[src/rtl/rfa_pkg.sv]
`default_nettype none
package rfa_pkg;

    localparam logic [2:0] CMD_ADD = 3'd0;
    localparam logic [2:0] CMD_SUB = 3'd1;
    localparam logic [2:0] CMD_MUL = 3'd2;
    localparam logic [2:0] CMD_DIV = 3'd3;
    localparam logic [2:0] CMD_CMP = 3'd4;

    localparam logic [1:0] STAT_OK   = 2'd0;
    localparam logic [1:0] STAT_DIVZ = 2'd1;
    localparam logic [1:0] STAT_OVF  = 2'd2;

    localparam int MUL_STEPS = 4;
    localparam int DIV_STEPS = 64;

    typedef enum logic [2:0] {
        ST_IDLE,
        ST_MUL,
        ST_FORM,
        ST_SIGN,
        ST_GCD,
        ST_GFIN,
        ST_DIV,
        ST_WRITE
    } state_t;

    typedef struct packed {
        logic       load;
        logic       mul_en;
        logic [1:0] mul_sel;
        logic       form;
        logic       sign;
        logic       gcd_step;
        logic       gcd_fin;
        logic       div_step;
        logic       write;
    } dp_cmd_t;

    typedef struct packed {
        logic skip;
        logic gcd_done;
    } dp_stat_t;

endpackage
`default_nettype wire

[src/rtl/rfa_ctrl.sv]
`default_nettype none
module rfa_ctrl
    import rfa_pkg::*;
(
    input  wire logic     clk,
    input  wire logic     rst_n,
    input  wire logic     in_valid,
    output logic          in_ready,
    output logic          out_valid,
    input  wire logic     out_ready,
    input  wire dp_stat_t stat,
    output dp_cmd_t       cmd
);

    state_t     state_reg, state_next;
    logic [5:0] cnt_reg, cnt_next;
    logic       out_valid_reg, out_valid_next;
    logic       slot_free;

    assign slot_free = !out_valid_reg || out_ready;

    always_ff @(posedge clk or negedge rst_n)
    begin
        if (!rst_n)
        begin
            state_reg     <= ST_IDLE;
            cnt_reg       <= '0;
            out_valid_reg <= 1'b0;
        end
        else
        begin
            state_reg     <= state_next;
            cnt_reg       <= cnt_next;
            out_valid_reg <= out_valid_next;
        end
    end

    always_comb
    begin
        state_next = state_reg;
        cnt_next   = cnt_reg;
        case (state_reg)
            ST_IDLE:
            begin
                cnt_next = '0;
                if (in_valid)
                    state_next = ST_MUL;
            end
            ST_MUL:
            begin
                cnt_next = cnt_reg + 6'd1;
                if (cnt_reg == 6'(MUL_STEPS - 1))
                    state_next = ST_FORM;
            end
            ST_FORM:
                state_next = ST_SIGN;
            ST_SIGN:
                state_next = stat.skip ? ST_WRITE : ST_GCD;
            ST_GCD:
                if (stat.gcd_done)
                    state_next = ST_GFIN;
            ST_GFIN:
            begin
                cnt_next   = '0;
                state_next = ST_DIV;
            end
            ST_DIV:
            begin
                cnt_next = cnt_reg + 6'd1;
                if (cnt_reg == 6'(DIV_STEPS - 1))
                    state_next = ST_WRITE;
            end
            ST_WRITE:
                if (slot_free)
                    state_next = ST_IDLE;
            default:
                state_next = ST_IDLE;
        endcase
    end

    always_comb
    begin
        cmd            = '0;
        in_ready       = 1'b0;
        out_valid_next = out_valid_reg && !out_ready;
        case (state_reg)
            ST_IDLE:
            begin
                in_ready = 1'b1;
                cmd.load = in_valid;
            end
            ST_MUL:
            begin
                cmd.mul_en  = 1'b1;
                cmd.mul_sel = cnt_reg[1:0];
            end
            ST_FORM:
                cmd.form = 1'b1;
            ST_SIGN:
                cmd.sign = 1'b1;
            ST_GCD:
                cmd.gcd_step = !stat.gcd_done;
            ST_GFIN:
                cmd.gcd_fin = 1'b1;
            ST_DIV:
                cmd.div_step = 1'b1;
            ST_WRITE:
                if (slot_free)
                begin
                    cmd.write      = 1'b1;
                    out_valid_next = 1'b1;
                end
            default:
                cmd = '0;
        endcase
    end

    assign out_valid = out_valid_reg;

endmodule
`default_nettype wire

[config.mk]
export PLATFORM = sky130hd
export DESIGN_NAME = rfa_ctrl
export DESIGN_NICKNAME = d
export VERILOG_FILES = /design/src/rtl/rfa_pkg.sv /design/src/rtl/rfa_ctrl.sv
export SDC_FILE = /design/constraint.sdc
export NUM_CORES = 1
export LEC_CHECK = 0
export ABC_CLOCK_PERIOD_IN_PS = 1500
export BUFFER_PORTS_ARGS = -buffer_cell sky130_fd_sc_hd__buf_4
export CORE_MARGIN = 5
export CORE_UTILIZATION = 45
export DETAILED_ROUTE_END_ITERATION = 7
export GPL_TIMING_DRIVEN = 1
export HOLD_SLACK_MARGIN = 0.1
export PLACE_DENSITY = 0.81
export SYNTH_ARGS = -nofsm -noshare
export SYNTH_HDL_FRONTEND = slang
export SYNTH_SLANG_ARGS = --single-unit
[constraint.sdc]
create_clock -name clk -period 1.5 [get_ports clk]
set_input_delay 0.3 -clock clk [delete_from_list [all_inputs] [get_ports clk]]
set_output_delay 0.3 -clock clk [all_outputs]
set_load 0.005 [all_outputs]
==> flow_metrics.py <==
metrics = {
    "floorplan": {
        "die-area_um2": 2460,
        "rows": 14,
        "die_width_um": 49.6,
        "ios": 18,
        "coreArea_um2": 1490,
        "initial_core_util_pct": 47.3,
        "die_h_um": 49.6,
    },
    "yosys": {
        "synth-simple-area-share_pct": 26.5,
        "yosysTopAreaCellShare_pct": 35.5,
        "netlist_area_um2": 704,
        "synth_seq_cells": 10,
        "synthDistinctLibCells": 31,
        "synth.largest_area_cell": "dfrtp_1",
        "synth_top_family_by_area": "simple AND/OR/NAND/NOR gates",
        "synth_nets": 87,
        "syn_avg_cell_area_um2": 8.81,
        "ys_warn_count": 0,
        "synth-adder-area-share_pct": 1.78,
        "synth-compound-area-share_pct": 24.0,
        "synthArstFlopShare_pct": 100,
        "synth_flop_cell": "dfrtp_1",
        "synth_edf_count": 0,
        "synth_mux_area_share_pct": 5.68,
        "synthCells": 80,
        "synth_area_leaders": "dfrtp_1 36%, mux2i_1 5.7%, a21oi_1 4.3%, nor2_1 4.3%, nand2_1 3.2%",
        "synth-xor-area-share_pct": 1.24,
        "yosysSeqAreaShare_pct": 35.5,
    },
    "placed_design": {
        "dp_hpwl_um": 1360,
        "dp_worst_setup_slack_ns": 0.0816,
        "postPlaceCellArea_um2": 916,
        "place.gp.congestion": 0.815,
        "io_buffers": 17,
    },
    "worst_setup_path": {
        "crit_required_ns": 1.20,
        "crit_path_start_kind": "flip-flop",
        "path_class": "reg2out",
        "cp_data_arrival_time_ns": 1.26,
        "crit_path_max_fanout": 8,
        "cp-end-kind": "output pin",
    },
    "hold_path": {
        "hp-class": "in2async",
    },
    "timing": {
        "finalClockSkew_ns": 0.0125,
        "max_slew.worst_pin.slew_ns": 0.266,
        "slew_violations": 0,
        "setup_ws_ns": -0.0643,
        "slew_headroom_pct": 82.2,
        "fin_tns_setup_ns": -0.404,
        "finalCritPeriodShare_pct": 104,
        "final_hold_viol_count": 0,
        "setup_viol": 9,
        "fin_hold_ws_ns": 0.375,
        "period_minus_slack_ns": 1.56,
        "rsz0062_at_grt": "yes",
        "fmax_mhz": 639,
    },
    "status": {
        "violations": "setup timing",
        "outcome": "finished with violations",
    },
    "detailed_routing": {
        "wl_um": 2020,
        "drt_first_iter_violations": 18,
        "drc": 0,
        "routedWlPerCell_um": 15.3,
        "via_per_inst": 5.67,
        "via_count": 749,
        "drtAntennaViolNets": 0,
        "drt_first_pass_iters": 4,
    },
    "power": {
        "p_leak_nw": 0.529,
        "p_per_area_nw_per_um2": 2110,
        "ir_worst_vdd_mv": 1.28,
    },
    "final_layout": {
        "area_delta_synth_final_pct": 51.9,
        "final_cell_mix": "32 x buf_4, 7 x nor2_1, 7 x dfrtp_1",
        "drive_gt1_share_pct": 45.7,
        "design_area_um2": 1070,
        "regArea_um2": 254,
        "fillers": 100,
        "layout.nets": 124,
        "final_util_pct": 71.8,
        "final_common_cell": "buf_4",
        "largest_reg_flops": 6,
        "multiInputGateArea_um2": 460,
        "diodes": 0,
    },
    "grt": {
        "grt_use_total_pct": 16.6,
        "overflow": 0,
        "grt_max_degree": 12,
        "grt_pass1_wl_um": 3220,
        "grt_pass1_vias": 739,
        "grt_antenna_before_repair": 0,
    },
    "clocking": {
        "cts_tree": "yes",
        "clkSlewWorstSetupHoldPaths_ns": 0.08,
        "htree_levels": 1,
        "cts_buffers": 3,
        "root_buffer": "clkbuf_4",
        "clockBufferDepth": 2,
        "clk-insertion-delay-late_ns": 0.29,
        "cts_sinks": 10,
    },
    "flow_run": {
        "drv_cap": 0,
    },
}
[synthesized netlist by cell type (all sizes together) (2+ instances only)]
cell	n
a21o	2
a21oi	6
a31oi	3
and2	3
and3	2
buf	4
dfrtp	10
inv	3
mux2i	4
nand2	6
nand2b	4
nand4	2
nor2	8
nor2b	3
nor3	4
o21ai	2
o221ai	2
[power by group]
group / internal (mW) / switching (mW) / total [mW] / leakage [nW]
logic: 0.780 / 0.693 / 1.47 / 0.382
clock network: 0.148 / 0.117 / 0.265 / 0.0210
registers: 0.371 / 0.145 / 0.516 / 0.126
[through the flow]
| step | instances | power (mW) |
|---|---|---|
| 2_1_floorplan | 80 | 1.22 |
| 3_3_place_gp | 121 | 1.66 |
| 3_5_place_dp | 121 | 1.70 |
| 4_1_cts | 129 | 2.08 |
| 5_1_grt | 132 | 2.41 |
| 6_report | 132 | 2.25 |
[cell families (layout without fill, tap and decap cells)]
| kind of cell | Yosys count | count (layout) |
|---|---|---|
| buf+inv | 7 | 43 |
| compound gates | 23 | 23 |
| mux | 4 | 4 |
| simple gates | 34 | 34 |
| xor+xnor | 1 | 1 |
| fa+ha+maj | 1 | 1 |
| flops | 10 | 10 |
[final timing paths]
path | from | to | slack [ns] | cells past startpoint
max | state_reg[1] | cmd[3] | -0.06 | 3
min | rst_n | out_valid | 0.38 | 2
max reg2reg | cnt_reg[0] | state_reg[0] | 0.11 | 5
min reg2reg | cnt_reg[5] | cnt_reg[5] | 0.52 | 1
max in group asynchronous | rst_n | state_reg[0] | 0.96 | 2
min in group clk | out_ready | out_valid | 0.39 | 3
[layer usage]
metal | track usage [%] | routed length [um] | up-vias
met5 | 0 | 0 | -
met4 | 10.0 | 70 | 0
met3 | 3.92 | 119 | 9
met2 | 26.9 | 1020 | 28
met1 | 19.4 | 812 | 348
li1 | - | - | 364
[timing repair]
action / CTS / global route
hold endpoints to repair: 10 / 0
setup buffers: 3 / 3
pin swaps: 1 / 1
gates cloned: 0 / 0
setup endpoints to repair: 10 / 11
hold buffers: 1 / 0
gates resized for setup: 10 / 7
[worst max-delay path: stages, from the launching register on]
cell	delay, ns
dfrtp_2	0.48
buf_4	0.18
nor3_2	0.17
buf_4	0.13
[layout make-up]
type                    instances  share of cell area [%]
inverters                       3                    1.05
well taps                      16                    1.87
repair buffers                 36                    26.9
multi-input cells              63                    43.0
flip-flops and latches         10                    23.7
clock buffers                   4                    3.39
Note: power is estimated with default switching activity, not from simulation.
